--- config.mk ---
export PLATFORM = sky130hd
export DESIGN_NAME = json_string_unescape_utf8
export DESIGN_NICKNAME = d
export VERILOG_FILES = /design/src/rtl/jsu_pkg.sv /design/src/rtl/json_string_unescape_utf8.sv /design/src/rtl/jsu_front.sv /design/src/rtl/jsu_queue.sv /design/src/rtl/jsu_back.sv
export SDC_FILE = /design/constraint.sdc
export NUM_CORES = 1
export LEC_CHECK = 0
export ABC_AREA = 1
export ABC_CLOCK_PERIOD_IN_PS = 4200
export BUFFER_PORTS_ARGS = -buffer_cell sky130_fd_sc_hd__buf_2
export CAP_MARGIN = 20
export CELL_PAD_IN_SITES_DETAIL_PLACEMENT = 1
export CELL_PAD_IN_SITES_GLOBAL_PLACEMENT = 2
export CORE_MARGIN = 4
export CORE_UTILIZATION = 39
export CTS_CLUSTER_DIAMETER = 100
export DETAILED_ROUTE_END_ITERATION = 8
export PLACE_DENSITY_LB_ADDON = 0.1
export SLEW_MARGIN = 20
export SYNTH_ARGS = -nofsm -noshare
export SYNTH_HDL_FRONTEND = slang
export SYNTH_HIERARCHICAL = 1
export SYNTH_SLANG_ARGS = --single-unit
--- constraint.sdc ---
create_clock -name clock -period 4.2 [get_ports clock]
set_clock_uncertainty 0.1 [all_clocks]
set_input_delay 0.21 -clock clock [delete_from_list [all_inputs] [get_ports clock]]
set_output_delay 0.21 -clock clock [all_outputs]
set_load 0.03 [all_outputs]
--- src/rtl/jsu_pkg.sv ---
`timescale 1ns / 1ps
// ----------------------------------------------------------------------------
// jsu_pkg
// Types, character codes and helper functions shared by the JSON string
// unescaper modules.
// ----------------------------------------------------------------------------
package jsu_pkg;

   typedef enum logic [3:0] {
      ERR_NONE         = 4'd0,
      ERR_NO_QUOTE     = 4'd1,
      ERR_CONTROL      = 4'd2,
      ERR_CUT_ESCAPE   = 4'd3,
      ERR_SHORT_U      = 4'd4,
      ERR_BAD_HEX      = 4'd5,
      ERR_BAD_HEX2     = 4'd6,
      ERR_BAD_LOW      = 4'd7,
      ERR_MISSING_LOW  = 4'd8,
      ERR_LONE_LOW     = 4'd9,
      ERR_UNKNOWN_ESC  = 4'd10,
      ERR_UNTERMINATED = 4'd11
   } error_type;

   typedef struct packed {
      logic        is_end;
      error_type   code;
      logic [1:0]  len_m1;
      logic [20:0] cp;
   } cmd_type;

   typedef struct packed {
      logic       ok;
      logic [3:0] val;
   } hex_type;

   localparam logic [7:0] CHAR_QUOTE     = 8'h22;
   localparam logic [7:0] CHAR_BACKSLASH = 8'h5C;
   localparam logic [7:0] CHAR_SLASH     = 8'h2F;
   localparam logic [7:0] CHAR_B         = 8'h62;
   localparam logic [7:0] CHAR_F         = 8'h66;
   localparam logic [7:0] CHAR_N         = 8'h6E;
   localparam logic [7:0] CHAR_R         = 8'h72;
   localparam logic [7:0] CHAR_T         = 8'h74;
   localparam logic [7:0] CHAR_U         = 8'h75;
   localparam logic [7:0] CHAR_SPACE     = 8'h20;
   localparam logic [7:0] CHAR_TAB       = 8'h09;
   localparam logic [7:0] CHAR_CR        = 8'h0D;
   localparam logic [7:0] CODE_BS        = 8'h08;
   localparam logic [7:0] CODE_FF        = 8'h0C;
   localparam logic [7:0] CODE_LF        = 8'h0A;

   localparam logic [15:0] HIGH_SURR_MIN = 16'hD800;
   localparam logic [15:0] HIGH_SURR_MAX = 16'hDBFF;
   localparam logic [15:0] LOW_SURR_MIN  = 16'hDC00;
   localparam logic [15:0] LOW_SURR_MAX  = 16'hDFFF;
   localparam logic [20:0] SUPP_BASE     = 21'h10000;

   localparam logic [20:0] MAX_ONE_BYTE   = 21'h00007F;
   localparam logic [20:0] MAX_TWO_BYTE   = 21'h0007FF;
   localparam logic [20:0] MAX_THREE_BYTE = 21'h00FFFF;

   function automatic hex_type hex_decode(input logic [7:0] c);
      hex_type r;
      r.ok  = 1'b1;
      r.val = 4'd0;
      if (c >= 8'h30 && c <= 8'h39) begin
         r.val = c[3:0];
      end else if ((c >= 8'h61 && c <= 8'h66) || (c >= 8'h41 && c <= 8'h46)) begin
         r.val = c[3:0] + 4'd9;
      end else begin
         r.ok = 1'b0;
      end
      return r;
   endfunction

   function automatic logic [1:0] utf8_len_m1(input logic [20:0] cp);
      logic [1:0] r;
      if (cp <= MAX_ONE_BYTE) begin
         r = 2'd0;
      end else if (cp <= MAX_TWO_BYTE) begin
         r = 2'd1;
      end else if (cp <= MAX_THREE_BYTE) begin
         r = 2'd2;
      end else begin
         r = 2'd3;
      end
      return r;
   endfunction

endpackage

--- src/rtl/json_string_unescape_utf8.sv ---
`timescale 1ns / 1ps
// ----------------------------------------------------------------------------
// json_string_unescape_utf8
// Unescapes a JSON string literal from a byte stream and delivers its value
// as UTF-8 bytes, followed by one item that closes the string or reports an
// error.
//
//   Channel   Ports                               Handshake
//   input     req_text_byte, req_end_of_text      req_push / req_full
//   result    rsp_out_byte, rsp_byte_valid,       rsp_pop / rsp_empty
//             rsp_finished, rsp_error_code,
//             rsp_last
//
// The parser takes one input item per cycle while the command queue has
// room. The encoder drains one result item per cycle while the result
// stage is free, so a command of N UTF-8 bytes stays at the queue head
// until its last byte is taken. Results come from a registered stage. Reset
// clears the parser state, the queue and the result stage. A stall on the
// result side fills the queue of QUEUE_DEPTH commands before req_full rises.
// ----------------------------------------------------------------------------
module json_string_unescape_utf8 #(
   parameter int QUEUE_DEPTH = 4
) (
   input  logic       clock,
   input  logic       reset,
   input  logic       req_push,
   output logic       req_full,
   input  logic [7:0] req_text_byte,
   input  logic       req_end_of_text,
   output logic       rsp_empty,
   input  logic       rsp_pop,
   output logic [7:0] rsp_out_byte,
   output logic       rsp_byte_valid,
   output logic       rsp_finished,
   output logic [3:0] rsp_error_code,
   output logic       rsp_last
);
   import jsu_pkg::*;

   logic    accept;
   logic    cmd_valid;
   cmd_type cmd;
   cmd_type head;
   logic    q_empty;
   logic    q_pop;

   assign accept = req_push && !req_full;

   jsu_front u_front (
      .clock       (clock),
      .reset       (reset),
      .accept      (accept),
      .text_byte   (req_text_byte),
      .end_of_text (req_end_of_text),
      .cmd_valid   (cmd_valid),
      .cmd         (cmd)
   );

   jsu_queue #(
      .DEPTH (QUEUE_DEPTH)
   ) u_queue (
      .clock    (clock),
      .reset    (reset),
      .push     (cmd_valid),
      .push_cmd (cmd),
      .full     (req_full),
      .pop      (q_pop),
      .head     (head),
      .empty    (q_empty)
   );

   jsu_back u_back (
      .clock          (clock),
      .reset          (reset),
      .head           (head),
      .q_empty        (q_empty),
      .q_pop          (q_pop),
      .rsp_empty      (rsp_empty),
      .rsp_pop        (rsp_pop),
      .rsp_out_byte   (rsp_out_byte),
      .rsp_byte_valid (rsp_byte_valid),
      .rsp_finished   (rsp_finished),
      .rsp_error_code (rsp_error_code),
      .rsp_last       (rsp_last)
   );

endmodule

--- src/rtl/jsu_front.sv ---
`timescale 1ns / 1ps
// ----------------------------------------------------------------------------
// jsu_front
// Parses one accepted text item per cycle, tracks the string and escape
// state, and turns each item into at most one command: a code point to
// encode or the end of a string with its status.
// ----------------------------------------------------------------------------
module jsu_front (
   input  logic             clock,
   input  logic             reset,
   input  logic             accept,
   input  logic [7:0]       text_byte,
   input  logic             end_of_text,
   output logic             cmd_valid,
   output jsu_pkg::cmd_type cmd
);
   import jsu_pkg::*;

   typedef enum logic [2:0] {
      PH_IDLE    = 3'd0,
      PH_STR     = 3'd1,
      PH_ESC     = 3'd2,
      PH_HEX1    = 3'd3,
      PH_PAIR_BS = 3'd4,
      PH_PAIR_U  = 3'd5,
      PH_HEX2    = 3'd6
   } phase_type;

   phase_type   phase_ff, phase_in;
   logic [15:0] first_ff, first_in;
   logic [15:0] second_ff, second_in;
   logic [1:0]  count_ff, count_in;

   logic        emit;
   logic        end_hit;
   error_type   end_code;
   logic [20:0] data_cp;
   hex_type     hx;
   logic [15:0] new_first;
   logic [15:0] new_second;

   always_comb begin
      hx         = hex_decode(text_byte);
      new_first  = {first_ff[11:0], hx.val};
      new_second = {second_ff[11:0], hx.val};
      phase_in   = phase_ff;
      first_in   = first_ff;
      second_in  = second_ff;
      count_in   = count_ff;
      emit       = 1'b0;
      end_hit    = 1'b0;
      end_code   = ERR_NONE;
      data_cp    = 21'd0;
      case (phase_ff)
         PH_STR: begin
            if (end_of_text) begin
               end_hit  = 1'b1;
               end_code = ERR_UNTERMINATED;
            end else if (text_byte == CHAR_QUOTE) begin
               end_hit  = 1'b1;
               end_code = ERR_NONE;
            end else if (text_byte < CHAR_SPACE) begin
               end_hit  = 1'b1;
               end_code = ERR_CONTROL;
            end else if (text_byte == CHAR_BACKSLASH) begin
               phase_in = PH_ESC;
            end else begin
               emit    = 1'b1;
               data_cp = {13'd0, text_byte};
            end
         end
         PH_ESC: begin
            if (end_of_text) begin
               end_hit  = 1'b1;
               end_code = ERR_CUT_ESCAPE;
            end else begin
               phase_in = PH_STR;
               case (text_byte)
                  CHAR_QUOTE, CHAR_BACKSLASH, CHAR_SLASH: begin
                     emit    = 1'b1;
                     data_cp = {13'd0, text_byte};
                  end
                  CHAR_B: begin
                     emit    = 1'b1;
                     data_cp = {13'd0, CODE_BS};
                  end
                  CHAR_F: begin
                     emit    = 1'b1;
                     data_cp = {13'd0, CODE_FF};
                  end
                  CHAR_N: begin
                     emit    = 1'b1;
                     data_cp = {13'd0, CODE_LF};
                  end
                  CHAR_R: begin
                     emit    = 1'b1;
                     data_cp = {13'd0, CHAR_CR};
                  end
                  CHAR_T: begin
                     emit    = 1'b1;
                     data_cp = {13'd0, CHAR_TAB};
                  end
                  CHAR_U: begin
                     phase_in = PH_HEX1;
                     first_in = 16'd0;
                     count_in = 2'd0;
                  end
                  default: begin
                     end_hit  = 1'b1;
                     end_code = ERR_UNKNOWN_ESC;
                  end
               endcase
            end
         end
         PH_HEX1: begin
            if (end_of_text) begin
               end_hit  = 1'b1;
               end_code = ERR_SHORT_U;
            end else if (!hx.ok) begin
               end_hit  = 1'b1;
               end_code = ERR_BAD_HEX;
            end else begin
               first_in = new_first;
               if (count_ff == 2'd3) begin
                  count_in = 2'd0;
                  if (new_first >= HIGH_SURR_MIN && new_first <= HIGH_SURR_MAX) begin
                     phase_in = PH_PAIR_BS;
                  end else if (new_first >= LOW_SURR_MIN && new_first <= LOW_SURR_MAX) begin
                     end_hit  = 1'b1;
                     end_code = ERR_LONE_LOW;
                  end else begin
                     phase_in = PH_STR;
                     emit     = 1'b1;
                     data_cp  = {5'd0, new_first};
                  end
               end else begin
                  count_in = count_ff + 2'd1;
               end
            end
         end
         PH_PAIR_BS: begin
            if (end_of_text || text_byte != CHAR_BACKSLASH) begin
               end_hit  = 1'b1;
               end_code = ERR_MISSING_LOW;
            end else begin
               phase_in = PH_PAIR_U;
            end
         end
         PH_PAIR_U: begin
            if (end_of_text || text_byte != CHAR_U) begin
               end_hit  = 1'b1;
               end_code = ERR_MISSING_LOW;
            end else begin
               phase_in  = PH_HEX2;
               second_in = 16'd0;
               count_in  = 2'd0;
            end
         end
         PH_HEX2: begin
            if (end_of_text) begin
               end_hit  = 1'b1;
               end_code = ERR_MISSING_LOW;
            end else if (!hx.ok) begin
               end_hit  = 1'b1;
               end_code = ERR_BAD_HEX2;
            end else begin
               second_in = new_second;
               if (count_ff == 2'd3) begin
                  count_in = 2'd0;
                  if (new_second < LOW_SURR_MIN || new_second > LOW_SURR_MAX) begin
                     end_hit  = 1'b1;
                     end_code = ERR_BAD_LOW;
                  end else begin
                     phase_in = PH_STR;
                     emit     = 1'b1;
                     data_cp  = SUPP_BASE + {1'b0, first_ff[9:0], new_second[9:0]};
                  end
               end else begin
                  count_in = count_ff + 2'd1;
               end
            end
         end
         default: begin
            if (end_of_text) begin
               end_hit  = 1'b1;
               end_code = ERR_NO_QUOTE;
            end else if (text_byte == CHAR_SPACE ||
                         (text_byte >= CHAR_TAB && text_byte <= CHAR_CR)) begin
               phase_in = PH_IDLE;
            end else if (text_byte == CHAR_QUOTE) begin
               phase_in = PH_STR;
            end else begin
               end_hit  = 1'b1;
               end_code = ERR_NO_QUOTE;
            end
         end
      endcase
      if (end_hit) begin
         emit     = 1'b1;
         phase_in = PH_IDLE;
         count_in = 2'd0;
      end
   end

   always_comb begin
      cmd.is_end = end_hit;
      cmd.code   = end_code;
      cmd.cp     = data_cp;
      cmd.len_m1 = utf8_len_m1(data_cp);
      cmd_valid  = accept & emit;
   end

   always_ff @(posedge clock) begin
      if (reset) begin
         phase_ff  <= PH_IDLE;
         first_ff  <= 16'd0;
         second_ff <= 16'd0;
         count_ff  <= 2'd0;
      end else if (accept) begin
         phase_ff  <= phase_in;
         first_ff  <= first_in;
         second_ff <= second_in;
         count_ff  <= count_in;
      end
   end

endmodule

--- src/rtl/jsu_queue.sv ---
`timescale 1ns / 1ps
// ----------------------------------------------------------------------------
// jsu_queue
// Small first-in first-out queue of commands between the parser and the
// UTF-8 encoder.
// ----------------------------------------------------------------------------
module jsu_queue #(
   parameter int DEPTH = 4
) (
   input  logic             clock,
   input  logic             reset,
   input  logic             push,
   input  jsu_pkg::cmd_type push_cmd,
   output logic             full,
   input  logic             pop,
   output jsu_pkg::cmd_type head,
   output logic             empty
);
   import jsu_pkg::*;

   localparam int PTR_W = (DEPTH > 1) ? $clog2(DEPTH) : 1;
   localparam int CNT_W = $clog2(DEPTH + 1);
   localparam logic [PTR_W-1:0] LAST_PTR = PTR_W'(DEPTH - 1);
   localparam logic [CNT_W-1:0] FULL_CNT = CNT_W'(DEPTH);

   cmd_type            store_ff [DEPTH];
   logic [PTR_W-1:0]   wr_ptr_ff, wr_ptr_in;
   logic [PTR_W-1:0]   rd_ptr_ff, rd_ptr_in;
   logic [CNT_W-1:0]   count_ff, count_in;
   logic               do_push;
   logic               do_pop;

   always_comb begin
      full    = (count_ff == FULL_CNT);
      empty   = (count_ff == '0);
      head    = store_ff[rd_ptr_ff];
      do_push = push && !full;
      do_pop  = pop && !empty;
      wr_ptr_in = wr_ptr_ff;
      rd_ptr_in = rd_ptr_ff;
      count_in  = count_ff;
      if (do_push) begin
         wr_ptr_in = (wr_ptr_ff == LAST_PTR) ? '0 : wr_ptr_ff + 1'b1;
      end
      if (do_pop) begin
         rd_ptr_in = (rd_ptr_ff == LAST_PTR) ? '0 : rd_ptr_ff + 1'b1;
      end
      if (do_push && !do_pop) begin
         count_in = count_ff + 1'b1;
      end else if (do_pop && !do_push) begin
         count_in = count_ff - 1'b1;
      end
   end

   always_ff @(posedge clock) begin
      if (reset) begin
         wr_ptr_ff <= '0;
         rd_ptr_ff <= '0;
         count_ff  <= '0;
      end else begin
         wr_ptr_ff <= wr_ptr_in;
         rd_ptr_ff <= rd_ptr_in;
         count_ff  <= count_in;
      end
   end

   always_ff @(posedge clock) begin
      if (do_push) begin
         store_ff[wr_ptr_ff] <= push_cmd;
      end
   end

endmodule

--- src/rtl/jsu_back.sv ---
`timescale 1ns / 1ps
// ----------------------------------------------------------------------------
// jsu_back
// Encodes the command at the queue head as UTF-8, or reports the end of a
// string, into a registered result stage, one byte per cycle while it is free.
// ----------------------------------------------------------------------------
module jsu_back (
   input  logic             clock,
   input  logic             reset,
   input  jsu_pkg::cmd_type head,
   input  logic             q_empty,
   output logic             q_pop,
   output logic             rsp_empty,
   input  logic             rsp_pop,
   output logic [7:0]       rsp_out_byte,
   output logic             rsp_byte_valid,
   output logic             rsp_finished,
   output logic [3:0]       rsp_error_code,
   output logic             rsp_last
);
   import jsu_pkg::*;

   logic       out_valid_ff, out_valid_in;
   logic [1:0] idx_ff, idx_in;
   logic [7:0] byte_ff;
   logic       byte_valid_ff;
   logic       finished_ff;
   error_type  code_ff;
   logic       last_ff;

   logic       slot_free;
   logic       take;
   logic       final_byte;
   logic [1:0] group;
   logic [7:0] enc_byte;

   always_comb begin
      slot_free  = !out_valid_ff || rsp_pop;
      take       = slot_free && !q_empty;
      final_byte = head.is_end || (idx_ff == head.len_m1);
      q_pop      = take && final_byte;
      group      = head.len_m1 - idx_ff;
      if (idx_ff == 2'd0) begin
         case (head.len_m1)
            2'd0:    enc_byte = head.cp[7:0];
            2'd1:    enc_byte = {3'b110, head.cp[10:6]};
            2'd2:    enc_byte = {4'b1110, head.cp[15:12]};
            default: enc_byte = {5'b11110, head.cp[20:18]};
         endcase
      end else begin
         case (group)
            2'd1:    enc_byte = {2'b10, head.cp[11:6]};
            2'd2:    enc_byte = {2'b10, head.cp[17:12]};
            default: enc_byte = {2'b10, head.cp[5:0]};
         endcase
      end
      idx_in = idx_ff;
      if (take) begin
         idx_in = final_byte ? 2'd0 : idx_ff + 2'd1;
      end
      out_valid_in = take ? 1'b1 : (rsp_pop ? 1'b0 : out_valid_ff);
   end

   always_ff @(posedge clock) begin
      if (reset) begin
         out_valid_ff <= 1'b0;
         idx_ff       <= 2'd0;
      end else begin
         out_valid_ff <= out_valid_in;
         idx_ff       <= idx_in;
      end
   end

   always_ff @(posedge clock) begin
      if (take) begin
         byte_ff       <= head.is_end ? 8'd0 : enc_byte;
         byte_valid_ff <= !head.is_end;
         finished_ff   <= head.is_end;
         code_ff       <= head.is_end ? head.code : ERR_NONE;
         last_ff       <= final_byte;
      end
   end

   assign rsp_empty      = !out_valid_ff;
   assign rsp_out_byte   = byte_ff;
   assign rsp_byte_valid = byte_valid_ff;
   assign rsp_finished   = finished_ff;
   assign rsp_error_code = code_ff;
   assign rsp_last       = last_ff;

endmodule
==> results_dict.tcl <==
set metrics [dict create \
    status "completed" \
    drive_gt1_share_pct 13.3 \
    gp_congestion 0.914 \
    clock-root-buffer "clkbuf_16" \
    die_h_um 158 \
    synthMuxAreaShare_pct 0 \
    internal-power_uw 4020 \
    synth_top_family_by_area "simple AND/OR/NAND/NOR gates" \
    setup_violations 0 \
    power_density_mw_per_mm2 713 \
    ioPinCount 30 \
    fillers 2619 \
    max-vdd-ir-drop_uv 262 \
    fmax_mhz 266 \
    total_power_uw 7040 \
    worstPathRequired_ns 4.43 \
    post_cts_buffers 0 \
    grt_pass1_vias 7132 \
    antenna_cells 0 \
    clk_path_buf_depth 2 \
    p_switching_uw 3030 \
    cp-end-kind "flop" \
    p_seq_share_pct 34.9 \
    grt_start_max_net_pins 51 \
    leakage_uw 0.00381 \
    cp_max_fo 8 \
    synth_edf_count 127 \
    cts.htree.levels 4 \
    maxCapViolCount 0 \
    tightest_slew_ns 0.828 \
    dieWidth_um 158 \
    antenna_found_initial 0 \
    ys_seq_area_share_pct 52.7 \
    post-route-period-util_pct 89.5 \
    synth_compound_area_share_pct 13.1 \
    netlist_area_mm2 0.00880 \
    yosysMostFrequentCell "nor2_1" \
    num_rows 54 \
    tritoncts "built" \
    criticalPathCategory "flop to flop" \
    clock-sinks 168 \
    hold_slack_ns 0.0432 \
    finalHoldViolations 0 \
    grt_overflow 0 \
    post-route-util_pct 44.9 \
    final.setup.tns_ns 0 \
    yosys-top-cells-count "163 x nor2_1, 159 x nand2_1, 127 x edfxtp_1" \
    regArea_mm2 0.00464 \
    clkLatencyLatePin_ns 0.43 \
    synth_largest_area_cell "edfxtp_1" \
    multi_input_area_mm2 0.00352 \
    path_clk_slew_ns 0.07 \
    yosysWarnings 6 \
    rsz0062_at_grt "no" \
    synth-seq-cells 168 \
    switching_share_pct 43.0 \
    power.share.clock_pct 21.7 \
    cts-resized-gates 0 \
    antenna_left 0 \
    netlist_instances 988 \
    synthAdderAreaFrac_pct 3.50 \
    synth_async_sr_flop_share_pct 0 \
    cts_made_buffers 17 \
    drv_slew 0 \
    pwr-share-comb_pct 43.4 \
    grt_pass1_wl_um 40300 \
    first_pass_iters 5 \
    hp-class "primary input to flop" \
    final_cells 1315 \
    min_period_ns 3.76 \
    numPlacedInstances 1283 \
    numPortBuffers 29 \
    coreArea_mm2 0.0220 \
    drtIter0Drc 536 \
    via_per_inst 5.36 \
    yosys.area_share.simple_pct 22.6 \
    synth_ff_type "edfxtp_1" \
    track_usage_pct 21.1 \
    drt-total-wl_um 25500 \
    crit_arrival_ns 3.99 \
    dieArea_mm2 0.0250 \
    area_growth_pct 12.4 \
    initial_utilization_pct 39.9 \
    relSlewSlack_pct 44.3 \
    layout.nets 1059 \
    drc_errors 0 \
    post-synth-top-area-fraction_pct 43.4 \
    slowest_stage "a31oi_1" \
    ys_types 54 \
    syn_area_per_cell_um2 8.90 \
    vias 7047 \
    crit_path_start_kind "flop" \
    cts_hold_buf 0 \
    slowest_delay_ns 0.45 \
    synth_area_leaders "edfxtp_1 43%, dfxtp_1 9.3%, nor2_1 7.0%" \
    wl_per_cell_um 19.4 \
    dp_hpwl_um 18700 \
    yosys.area_share.xor_xnor_pct 0.782 \
    syn_nets 1025 \
]
## layout make-up
type | count | area share, %
Inverter | 105 | 4.04
Tap cell | 280 | 3.54
Multi-Input combinational cell | 674 | 35.6
Sequential cell | 168 | 46.9
Clock inverter | 15 | 1.56
Timing Repair Buffer | 56 | 4.02
Clock buffer | 17 | 4.30
## cell usage in the layout, fill, tap and decap left out, types with 12 or more instances in the layout
cell type,n
buf_2,29
nand4_1,26
edfxtp_1,127
nand2_1,159
nor2_1,158
o21ai_1,22
o22ai_1,32
a21oi_1,43
buf_4,23
inv_1,89
nand3_1,45
o21ai_0,67
inv_2,12
dfxtp_1,40
nor3_1,22
ha_1,23
clkbuf_16,17
## worst max-delay path, delay by kind of cell (launching register included)
family          cells  cell delay (ns)
compound gates      2             0.55
flops               1             0.44
buf+inv             8             0.65
simple gates       13             1.39
fa+ha+maj           2             0.54
## metal layers
| layer | vias to the layer above | part of all wire [%] | global-route usage (%) | wire [µm] |
|---|---|---|---|---|
| met5 | - | 0 | 0 | 0 |
| met2 | 110 | 47 | 33.9 | 11900 |
| met1 | 3430 | 48 | 29.5 | 12300 |
| met4 | 0 | 1.7 | 5.40 | 425 |
| met3 | 29 | 3.4 | 4.05 | 870 |
| li1 | 3478 | - | - | - |
## power by group through the flow
| stage | clock, µW | sequential (µW) | combinational (µW) |
|---|---|---|---|
| 4_1_cts | 1560 | 2470 | 3110 |
| 6_report | 1530 | 2460 | 3060 |
| 3_5_place_dp | 0 | 2500 | 3090 |
| 2_1_floorplan | 0 | 2620 | 2030 |
| 3_3_place_gp | 0 | 2490 | 3070 |
| 5_1_grt | 1640 | 2500 | 3450 |
## sequential cells by signal, summed over array words and instances, names as in the netlist, named ones only
signal,cells
u_queue/store_ff,112
u_front/first_ff,12
u_front/second_ff,12
u_back/rsp_out_byte,8
u_back/rsp_error_code,4
u_front/phase_ff,3
u_queue/count_ff,3
u_back/idx_ff,2
u_front/count_ff,2
u_queue/rd_ptr_ff,2
u_queue/wr_ptr_ff,2
u_back/out_valid_ff,1
u_back/rsp_byte_valid,1
u_back/rsp_finished,1
u_back/rsp_last,1
## per-stage QoR
step                setup slack [ns]  instance area (µm²)
floorplan                      0.323                 8800
detailed placement             0.185                 9310
global placement               0.316                 9310
finish                         0.439                 9890
global route                  0.0834                 9890
CTS                            0.442                 9890
## worst paths after layout
check                                     startpoint                    to  slack [ns]  cells past startpoint
worst max-delay path            u_front/first_ff[11]   u_queue/count_ff[2]        0.44                     25
worst min-delay path                         rsp_pop   u_back/out_valid_ff        0.04                      4
worst max register to register  u_front/first_ff[11]   u_queue/count_ff[2]        0.44                     25
worst min register to register  u_front/second_ff[8]  u_front/second_ff[8]        0.37                      2
## cells by family (layout without fill, tap and decap cells)
logic type               count (synthesis)  after routing
flip-flops                             168            168
adder cells (fa/ha/maj)                 24             24
XOR/XNOR                                 7              7
AND/OR/NAND/NOR                        447            447
AO/OA/AOI/OAI                          196            196
buffers and inverters                  146            193
(Power assumes the default switching activity.)
